--- src/jmdp_pkg.sv ---
// Types and constants for the jet/MET minimum delta-phi filter.
// No dependencies; imported by every module of the block.
`timescale 1ns / 1ps
`default_nettype none
package jmdp_pkg;

   localparam int PHI_W   = 10;
   localparam int ETA_W   = 10;
   localparam int PT_W    = 16;
   localparam int CNT_W   = 10;
   localparam int CSR_A_W = 3;
   localparam int CSR_D_W = 16;

   localparam logic [PHI_W-1:0] DPHI_NONE = 10'd1023;

   // Register indexes
   localparam logic [CSR_A_W-1:0] CSR_USE_PT      = 3'd0;
   localparam logic [CSR_A_W-1:0] CSR_MAX_JETS    = 3'd1;
   localparam logic [CSR_A_W-1:0] CSR_MIN_PT      = 3'd2;
   localparam logic [CSR_A_W-1:0] CSR_MAX_ABS_ETA = 3'd3;
   localparam logic [CSR_A_W-1:0] CSR_MIN_DPHI    = 3'd4;

   typedef struct packed {
      logic             use_pt;
      logic [CNT_W-1:0] max_jets;
      logic [PT_W-1:0]  min_pt;
      logic [ETA_W-1:0] max_abs_eta;
      logic [PHI_W-1:0] min_dphi;
   } cfg_type;

   localparam cfg_type CFG_RESET = '{
      use_pt:      1'b1,
      max_jets:    10'd999,
      min_pt:      16'd0,
      max_abs_eta: 10'd1023,
      min_dphi:    10'd81
   };

   typedef struct packed {
      logic [PHI_W-1:0] smallest_dphi;
      logic [CNT_W-1:0] jets_counted;
   } state_type;

   localparam state_type STATE_RESET = '{
      smallest_dphi: DPHI_NONE,
      jets_counted:  '0
   };

   typedef struct packed {
      logic             jet_recorded;
      logic             event_end;
      logic             accept;
      logic [PHI_W-1:0] min_dphi_seen;
   } rsp_type;

endpackage
`default_nettype wire

--- src/jmdp_eval.sv ---
// Per-jet evaluation: cuts, wrapped |delta phi|, running minimum, event decision.
// Depends on jmdp_pkg. Purely combinational.
`timescale 1ns / 1ps
`default_nettype none
module jmdp_eval
   import jmdp_pkg::*;
(
   input  cfg_type                 cfg,
   input  state_type               cur,
   input  logic                    met_present,
   input  logic signed [PHI_W-1:0] met_phi,
   input  logic                    jet_present,
   input  logic [PT_W-1:0]         jet_pt,
   input  logic [PT_W-1:0]         jet_et,
   input  logic signed [ETA_W-1:0] jet_eta,
   input  logic signed [PHI_W-1:0] jet_phi,
   input  logic                    last_jet,
   output state_type               nxt,
   output rsp_type                 rsp
);

   logic [PT_W-1:0]  pt_sel;
   logic [ETA_W-1:0] eta_u;
   logic [ETA_W-1:0] abs_eta;
   logic [PHI_W-1:0] dphi_raw;
   logic [PHI_W-1:0] abs_dphi;
   logic             counted;
   logic             passed;
   logic [PHI_W-1:0] seen;

   always_comb begin
      pt_sel   = cfg.use_pt ? jet_pt : jet_et;
      eta_u    = jet_eta;
      // -512 negates to 10'h200, read as unsigned 512
      abs_eta  = eta_u[ETA_W-1] ? (~eta_u + 10'd1) : eta_u;
      dphi_raw = met_phi - jet_phi;
      abs_dphi = dphi_raw[PHI_W-1] ? (~dphi_raw + 10'd1) : dphi_raw;

      counted  = met_present && jet_present && (cur.jets_counted < cfg.max_jets);
      passed   = counted && (pt_sel > cfg.min_pt) && (abs_eta < cfg.max_abs_eta);

      seen     = (passed && (abs_dphi < cur.smallest_dphi)) ? abs_dphi : cur.smallest_dphi;

      rsp.jet_recorded  = passed;
      rsp.event_end     = last_jet;
      rsp.accept        = last_jet && ((seen == DPHI_NONE) || (seen > cfg.min_dphi));
      rsp.min_dphi_seen = seen;

      if (last_jet) begin
         nxt = STATE_RESET;
      end else begin
         nxt.smallest_dphi = seen;
         nxt.jets_counted  = counted ? (cur.jets_counted + 10'd1) : cur.jets_counted;
      end
   end

endmodule
`default_nettype wire

--- src/jet_met_min_delta_phi_filter.sv ---
// Jet/MET minimum delta-phi event filter, top level. Depends on jmdp_pkg, jmdp_eval.
// Results are registered in the output register, or in the skid entry while it is stalled.
// Throughput: one beat per cycle while the skid entry is empty; a skid register keeps
//   req_ready high for one extra beat while the output register is stalled.
// Reset (synchronous, active high): registers to defaults, event state cleared, no beats held.
`timescale 1ns / 1ps
`default_nettype none
module jet_met_min_delta_phi_filter
   import jmdp_pkg::*;
(
   input  logic                    clock,
   input  logic                    reset,
   // configuration writes
   input  logic                    csr_we,
   input  logic [CSR_A_W-1:0]      csr_index,
   input  logic [CSR_D_W-1:0]      csr_wdata,
   // request channel: one jet per beat
   input  logic                    req_valid,
   output logic                    req_ready,
   input  logic                    req_met_present,
   input  logic signed [PHI_W-1:0] req_met_phi,
   input  logic                    req_jet_present,
   input  logic [PT_W-1:0]         req_jet_pt,
   input  logic [PT_W-1:0]         req_jet_et,
   input  logic signed [ETA_W-1:0] req_jet_eta,
   input  logic signed [PHI_W-1:0] req_jet_phi,
   input  logic                    req_last_jet,
   // response channel: one result per request beat
   output logic                    rsp_valid,
   input  logic                    rsp_ready,
   output logic                    rsp_jet_recorded,
   output logic                    rsp_event_end,
   output logic                    rsp_accept,
   output logic [PHI_W-1:0]        rsp_min_dphi_seen
);

   // Configuration registers
   cfg_type   cfg_ff, cfg_in;

   // Per-event running state: minimum |dphi| and jets examined so far.
   // Updated on the accepting edge so the next beat sees it immediately.
   state_type state_ff, state_in;

   // Output register plus one skid entry
   rsp_type   out_ff, out_in;
   logic      out_vld_ff, out_vld_in;
   rsp_type   skid_ff, skid_in;
   logic      skid_vld_ff, skid_vld_in;

   state_type eval_nxt;
   rsp_type   eval_rsp;
   logic      req_fire;
   logic      out_free;

   jmdp_eval u_eval (
      .cfg         (cfg_ff),
      .cur         (state_ff),
      .met_present (req_met_present),
      .met_phi     (req_met_phi),
      .jet_present (req_jet_present),
      .jet_pt      (req_jet_pt),
      .jet_et      (req_jet_et),
      .jet_eta     (req_jet_eta),
      .jet_phi     (req_jet_phi),
      .last_jet    (req_last_jet),
      .nxt         (eval_nxt),
      .rsp         (eval_rsp)
   );

   // Ready only depends on the skid entry being empty, so a beat is taken
   // even while the output register waits on rsp_ready.
   assign req_ready = !skid_vld_ff;
   assign req_fire  = req_valid && req_ready;
   assign out_free  = !out_vld_ff || rsp_ready;

   // Register writes; unused indexes are dropped.
   always_comb begin
      cfg_in = cfg_ff;
      if (csr_we) begin
         unique case (csr_index)
            CSR_USE_PT:      cfg_in.use_pt      = csr_wdata[0];
            CSR_MAX_JETS:    cfg_in.max_jets    = csr_wdata[CNT_W-1:0];
            CSR_MIN_PT:      cfg_in.min_pt      = csr_wdata[PT_W-1:0];
            CSR_MAX_ABS_ETA: cfg_in.max_abs_eta = csr_wdata[ETA_W-1:0];
            CSR_MIN_DPHI:    cfg_in.min_dphi    = csr_wdata[PHI_W-1:0];
            default:         cfg_in             = cfg_ff;
         endcase
      end
   end

   always_comb begin
      state_in = req_fire ? eval_nxt : state_ff;
   end

   // Output/skid steering. A beat can only arrive when skid is empty, so the
   // skid drains into the output register before new beats bypass it.
   always_comb begin
      out_in      = out_ff;
      out_vld_in  = out_vld_ff;
      skid_in     = skid_ff;
      skid_vld_in = skid_vld_ff;
      if (out_free) begin
         if (skid_vld_ff) begin
            out_in      = skid_ff;
            out_vld_in  = 1'b1;
            skid_vld_in = 1'b0;
         end else begin
            out_in      = eval_rsp;
            out_vld_in  = req_fire;
         end
      end else if (req_fire) begin
         skid_in     = eval_rsp;
         skid_vld_in = 1'b1;
      end
   end

   always_ff @(posedge clock) begin
      if (reset) begin
         cfg_ff      <= CFG_RESET;
         state_ff    <= STATE_RESET;
         out_vld_ff  <= 1'b0;
         skid_vld_ff <= 1'b0;
      end else begin
         cfg_ff      <= cfg_in;
         state_ff    <= state_in;
         out_vld_ff  <= out_vld_in;
         skid_vld_ff <= skid_vld_in;
      end
   end

   // Payload, no reset needed
   always_ff @(posedge clock) begin
      out_ff  <= out_in;
      skid_ff <= skid_in;
   end

   assign rsp_valid         = out_vld_ff;
   assign rsp_jet_recorded  = out_ff.jet_recorded;
   assign rsp_event_end     = out_ff.event_end;
   assign rsp_accept        = out_ff.accept;
   assign rsp_min_dphi_seen = out_ff.min_dphi_seen;

endmodule
`default_nettype wire

--- config.mk ---
export PLATFORM = sky130hd
export DESIGN_NAME = jet_met_min_delta_phi_filter
export DESIGN_NICKNAME = d
export VERILOG_FILES = /design/src/jmdp_pkg.sv /design/src/jmdp_eval.sv /design/src/jet_met_min_delta_phi_filter.sv
export SDC_FILE = /design/constraint.sdc
export NUM_CORES = 1
export LEC_CHECK = 0
export BUFFER_PORTS_ARGS = -buffer_cell sky130_fd_sc_hd__buf_2
export CORE_MARGIN = 10
export CORE_UTILIZATION = 45
export DETAILED_ROUTE_END_ITERATION = 10
export PLACE_DENSITY = 0.7
export SETUP_SLACK_MARGIN = 0.02
export SLEW_MARGIN = 20
export SYNTH_ARGS = -nofsm -noshare
export SYNTH_HDL_FRONTEND = slang
export SYNTH_SLANG_ARGS = --single-unit
export TNS_END_PERCENT = 30
--- constraint.sdc ---
create_clock -name clock -period 7.6 [get_ports clock]
set_input_delay 1.14 -clock clock [delete_from_list [all_inputs] [get_ports clock]]
set_output_delay 1.14 -clock clock [all_outputs]
set_load 0.05 [all_outputs]
==> impl_metrics.toml, run 1 <==
[run_status]
status = "completed"

[clocking]
cts_hold_buf = 0
cts_buffer_depth = 2
cts.reportedPaths.clkPinSlew_ns = 0.06
cts_setup_buffers = 0
cts_root_buffer = "clkbuf_16"
htreeDepth = 3
clock_latency_ns = 0.35
cts_made_buffers = 9
cts_tree = "built"
ctsResizeCount = 0
clock-sinks = 95

[sta]
period_share_pct = 82.8
slew_headroom_pct = 34.1
rsz0062_at_grt = "no"
holdWs_ns = 0.454
worstMarginPinSlew_ns = 0.988
setup_viol = 0
final.min_clock_period_ns = 6.29
fin_setup_tns_ns = 0
max_clock_freq_mhz = 159
finalClockSkew_ns = 0.00979
drv_slew = 0
finalHoldViolCount = 0

[die]
placementRows = 42
io_pins = 104
die_w_um = 136
start_util_pct = 46.1
die-area_um2 = 18600
coreArea_um2 = 13200
die_h_um = 136

[routing]
wl_per_cell_um = 15.0
drc = 0
drtAntennaViolNets = 0
wl_mm = 14.8
vias = 5287
drtIter0Drc = 452
dr.pass1.iters = 6
viasPerCell = 5.34

[yosys]
synth_nets = 873
synth_cells = 718
synth_edf_count = 26
ys_seq_area_share_pct = 35.4
synth_warnings = 0
synth-main-ff-cell = "dfxtp_1"
ys_types = 63
synth.avg_cell_area_um2 = 8.50
syn-cell-area_um2 = 6100
synth-async-reset-ratio_pct = 0
ys_ff_latch = 95

[pwr]
peakVddDrop_v = 0.000163
power_density_nw_per_um2 = 188
p_leak_nw = 3.17

[critical_path]
crit_path_start_kind = "input port"
r2r_cells = 15
r2r_slack_ns = 2.87
required_ns = 7.69
worst_ep_arrival_time_ns = 6.38
reg2reg_to = "rsp_accept"
critical_path_class = "input port to flop"
cp-end-kind = "flop"
path_max_fanout = 13
r2r_start = "cfg_ff[46]"

[grt]
grt_overflow = 0
grt_max_degree = 54
grt_pass1_wl_mm = 23.8
track_usage_pct = 15.8
grt_pass1_vias = 5052
antenna_found_initial = 0

[layout]
n_antenna_cell = 0
fin_area_um2 = 7050
area_growth_pct = 15.5
final_nets = 964
layout-drive-gt1-share_pct = 18.9

[worst_hold_path]
hp-class = "flop to flop"
holdPathStages = 2
worstHoldEndpoint = "cfg_ff[29]"
worstHoldStart = "cfg_ff[29]"

[place]
place_area_um2 = 6750
io_buffers = 103
gp_congestion = 0.880
hpwl_mm = 11.4

[job]
maxCapViolations = 0
-- area by class of cell --
type | instances | area (um^2)
Inverter | 77 | 289
Tap cell | 176 | 220
Fill cell | 1293 | 6190
Sequential cell | 95 | 2160
Clock inverter | 3 | 42.5
Timing Repair Buffer | 106 | 538
Multi-Input combinational cell | 520 | 3550
Clock buffer | 13 | 250
-- critical path: stages --
cell and delay, ns:
buf_2 0.09, inv_1 0.04, ha_1 0.15, inv_1 0.05, fa_1 0.39, a21o_1 0.21
a21oi_1 0.17, xnor2_1 0.14, nor3_1 0.39, nor3_1 0.15, or2_2 0.30, ha_1 0.28
a2111oi_0 0.42, o21a_1 0.19, o21ai_1 0.11, or4b_4 0.68, nor4_2 0.35, a21o_1 0.14
ha_1 0.23, nand4_1 0.12, nor2_1 0.08, a21oi_1 0.13, o211ai_1 0.11, a22oi_1 0.20
o21ai_0 0.12
-- routing by layer --
| metal | up-vias | GRT usage (%) | routed length, um |
|---|---|---|---|
| li1 | 2693 | - | - |
| met2 | 165 | 25.3 | 6880 |
| met3 | 34 | 4.58 | 1000 |
| met5 | - | 0 | 0 |
| met4 | 0 | 5.92 | 376 |
| met1 | 2395 | 19.7 | 6540 |
-- registers in the layout, indices dropped and copies added, names as in the netlist --
signal / count
skid_vld_ff: 1
state_ff: 20
rsp_event_end: 1
rsp_jet_recorded: 1
rsp_valid: 1
cfg_ff: 47
rsp_min_dphi_seen: 10
skid_ff: 13
rsp_accept: 1
-- worst max-delay path by stage --
| stage | start | to | slack, ns | cells after the start |
|---|---|---|---|---|
| 3_5_place_dp | req_met_phi[0] | rsp_accept | 0.97 | 25 |
| 6_report | req_met_phi[0] | rsp_accept | 1.31 | 25 |
| 2_1_floorplan | req_met_phi[0] | rsp_accept | 1.53 | 24 |
| 3_3_place_gp | req_met_phi[0] | rsp_accept | 1.14 | 25 |
| 5_1_grt | req_met_phi[0] | rsp_accept | 0.77 | 25 |
| 4_1_cts | req_met_phi[0] | rsp_accept | 1.33 | 25 |
-- layout by cell type, fill, tap and decap left out, types with 3 or more instances in the layout --
cell and n:
buf_4 3, a22oi_1 5, a21o_1 13, o211ai_1 8
clkbuf_16 9, nand2_1 114, a311o_1 3, a21oi_1 62
dfxtp_1 69, a211o_1 9, xor2_1 9, nand4_1 8
nor4_1 3, o31ai_1 8, clkbuf_1 3, and3_1 7
or3_1 6, o21a_1 6, ha_1 65, nand2b_1 6
buf_2 103, xnor2_1 15, inv_1 77, nand3_1 11
nor2_1 39, nor3_1 14, o21ai_1 6, mux2i_1 5
o21ai_0 21, a211oi_1 4, edfxtp_1 26, mux2_2 17
nand3b_1 14, nor2b_1 6
-- where the power goes --
group          internal, mW  switching (mW)  leakage, nW
Combinational         0.121           0.200         2.24
Clock                 0.264           0.187        0.140
Sequential            0.543          0.0105        0.793
-- metrics by stage --
step / std cells / setup WS [ns] / total power [mW] / utilization, %
CTS: 990 / 1.33 / 1.34 / 53.2
detailed placement: 974 / 0.975 / 0.884 / 51.0
finish: 990 / 1.31 / 1.33 / 53.2
global placement: 974 / 1.14 / 0.880 / 51.0
global route: 990 / 0.773 / 1.39 / 53.2
floorplan: 718 / 1.53 / 0.791 / -
-- cell usage after synthesis (6+ instances only) --
| cell | instances | area, um^2 |
|---|---|---|
| clkbuf_1 | 21 | 78.8 |
| o211ai_1 | 8 | 60.1 |
| mux2_2 | 17 | 191 |
| nand4_1 | 8 | 50.1 |
| nand3_1 | 11 | 55.1 |
| xnor2_1 | 15 | 131 |
| a21oi_1 | 62 | 310 |
| o21ai_1 | 6 | 30.0 |
| o31ai_1 | 8 | 60.1 |
| nor2_1 | 41 | 154 |
| and3_1 | 7 | 43.8 |
| nor2b_1 | 6 | 37.5 |
| dfxtp_1 | 69 | 1380 |
| a21o_1 | 13 | 97.6 |
| nand3b_1 | 14 | 105 |
| xor2_1 | 9 | 78.8 |
| nor3_1 | 14 | 70.1 |
| nand2_1 | 114 | 428 |
| inv_1 | 77 | 289 |
| nand2b_1 | 6 | 37.5 |
| edfxtp_1 | 26 | 781 |
| or3_1 | 6 | 37.5 |
| o21ai_0 | 21 | 105 |
| o21a_1 | 6 | 45.0 |
| a211o_1 | 9 | 78.8 |
| ha_1 | 65 | 813 |
-- logic make-up after synthesis --
| family | share of synthesized area, % |
|---|---|
| AO/OA/AOI/OAI | 17.2 |
| XOR/XNOR | 3.44 |
| adder cells (fa/ha/maj) | 13.7 |
| buffers and inverters | 6.52 |
| flip-flops | 35.4 |
| multiplexers | 3.96 |
| AND/OR/NAND/NOR | 19.8 |
(Power assumes the default switching activity.)
==> run 2, diff against run 1 <==
--- a/config.mk
+++ b/config.mk
@@ -5,6 +5,7 @@
 export SDC_FILE = /design/constraint.sdc
 export NUM_CORES = 1
 export LEC_CHECK = 0
+export ABC_AREA = 1
 export BUFFER_PORTS_ARGS = -buffer_cell sky130_fd_sc_hd__buf_2
 export CORE_MARGIN = 10
 export CORE_UTILIZATION = 45
==> constraint.sdc (replaced) <==
create_clock -name clock -period 6.2 [get_ports clock]
set_input_delay 0.93 -clock clock [delete_from_list [all_inputs] [get_ports clock]]
set_output_delay 0.93 -clock clock [all_outputs]
set_load 0.05 [all_outputs]
==> impl_metrics.toml, run 2 <==
[routing]
wl_per_cell_um = 12.5
dr.pass1.iters = 5
drc = 0
drtAntennaViolNets = 0
drtIter0Drc = 280
viasPerCell = 4.85
wl_mm = 14.3
vias = 5564

[die]
die_h_um = 138
coreArea_um2 = 13800
die_w_um = 138
die-area_um2 = 19200
placementRows = 43
start_util_pct = 45.7
io_pins = 104

[yosys]
synth_nets = 1025
synth_edf_count = 26
synth.avg_cell_area_um2 = 7.26
yosysTopAreaCell = "dfxtp_1"
synth_warnings = 0
synth-async-reset-ratio_pct = 0
synth_top_area_share_pct = 21.9
ys_top_cells_by_count = "201 x nand2_1, 144 x inv_1, 73 x a21oi_1"
ys_ff_latch = 95
synth_area_leaders = "dfxtp_1 22%, ha_1 13%, edfxtp_1 12%"
ys_seq_area_share_pct = 34.2
syn-cell-area_um2 = 6320
synth_most_common_cell = "nand2_1"
ys_types = 42
synth-main-ff-cell = "dfxtp_1"
synth_cells = 870

[sta]
fin_setup_tns_ns = 0
max_clock_freq_mhz = 192
finalHoldViolCount = 0
slew_headroom_pct = 48.7
worstMarginPinSlew_ns = 0.769
period_share_pct = 84.0
setup_viol = 0
drv_slew = 0
final.min_clock_period_ns = 5.21
finalClockSkew_ns = 0.00712
rsz0062_at_grt = "no"

[layout]
seq_area_um2 = 2160
final_common_cell = "nand2_1"
final_nets = 1118
final_cells = 1148
n_antenna_cell = 0
regMostFlops = "cfg_ff"
area_growth_pct = 15.3
fillerInstances = 1364
top_regs = "cfg_ff (47), state_ff (20), skid_ff (13)"
fin_area_um2 = 7290
multi_input_area_um2 = 3460
layout-drive-gt1-share_pct = 17.8
layout_common_cells = "201 x nand2_1, 144 x inv_1, 103 x buf_2"
largest_reg_flops = 47

[pwr]
p_comb_share_pct = 24.4
design_power_total_mw = 1.70
p_clk_share_pct = 35.3
p_leak_nw = 3.73
peakVddDrop_v = 0.000153
seqPwrFrac_pct = 40.3
power_density_nw_per_um2 = 234
p_int_mw = 1.17
switchingPower_mw = 0.530
swShare_pct = 31.1

[place]
dp_cells = 1132
place_area_um2 = 6960
hpwl_mm = 11.4
gp_congestion = 0.884
io_buffers = 103

[grt]
grt_overflow = 0
grt_max_degree = 39
grt_pass1_vias = 5157
grt_pass1_wl_mm = 24.0
track_usage_pct = 14.7
antenna_found_initial = 0

[clocking]
htreeDepth = 3
cts_setup_buffers = 0
cts_hold_buf = 0
clock_latency_ns = 0.35
cts_root_buffer = "clkbuf_16"
cts_tree = "built"
ctsResizeCount = 0
cts_made_buffers = 9
clock-sinks = 95
cts_buffer_depth = 2
cts.reportedPaths.clkPinSlew_ns = 0.07

[critical_path]
worst_ep_arrival_time_ns = 5.31
required_ns = 6.30
path_max_fanout = 10
cp-end-kind = "flop"
crit_slowest_cell = "fa_1"
crit_path_start_kind = "input port"
critical_path_class = "input port to flop"
cpPeakStageDelay_ns = 0.44

[worst_hold_path]
hp-class = "flop to flop"

[run_status]
status = "completed"

[job]
maxCapViolations = 0
[run 2: final cells by class]
class / instances / share of cell area [%]
Inverter: 157 / 8.09
Tap cell: 180 / 3.09
Timing Repair Buffer: 105 / 7.28
Sequential cell: 95 / 29.7
Clock buffer: 9 / 3.09
Multi-Input combinational cell: 595 / 47.5
Clock inverter: 7 / 1.34
[run 2: worst paths after layout]
| kind | start | end | slack [ns] | cells after the start |
|---|---|---|---|---|
| hold / removal | cfg_ff[28] | cfg_ff[28] | 0.46 | 2 |
| setup reg to reg | cfg_ff[46] | rsp_accept | 2.00 | 25 |
| setup / recovery | req_met_phi[0] | rsp_accept | 0.99 | 34 |
| hold reg to reg | cfg_ff[28] | cfg_ff[28] | 0.46 | 2 |
[run 2: worst max-delay path: cells and delay by family]
family | cells | cell delay [ns]
buffers and inverters | 5 | 0.34
AND/OR/NAND/NOR | 18 | 2.07
adder cells (fa/ha/maj) | 4 | 1.19
AO/OA/AOI/OAI | 7 | 0.78
[run 2: power by group through the flow]
stage | sequential (mW) | combinational, mW | clock [mW]
after floorplan | 0.740 | 0.270 | 0
after global placement | 0.699 | 0.409 | 0
after detailed placement | 0.700 | 0.416 | 0
after CTS | 0.686 | 0.419 | 0.614
after global routing | 0.689 | 0.479 | 0.639
final | 0.685 | 0.416 | 0.601
[run 2: logic make-up (layout without fill, tap and decap cells)]
group,count (synthesis),count (layout),share of synthesized area [%]
muxes,16,16,2.83
adders and majority gates,66,66,13.2
DFF,95,95,34.2
AOI/OAI and AO/OA,170,170,14.6
and+or+nand+nor,334,334,22.8
xor gates and xnor gates,9,9,1.25
buffers and inverters,180,278,11.1
[run 2: stage by stage]
stage               hold slack, ns  setup slack (ns)  utilization [%]
floorplan                    0.435              1.26                -
global placement             0.446             0.811             50.4
detailed placement           0.453             0.688             50.4
CTS                          0.463              1.03             52.7
global route                 0.479             0.389             52.7
finish                       0.459             0.992             52.7
[run 2: per-layer routing]
layer  GRT usage, %  routed length, um  up-vias
met2           23.2               6520       95
met1           19.6               6990     2445
met5              0                  0        -
met4           4.11                154        0
li1               -                  -     3013
met3           3.25                678       11
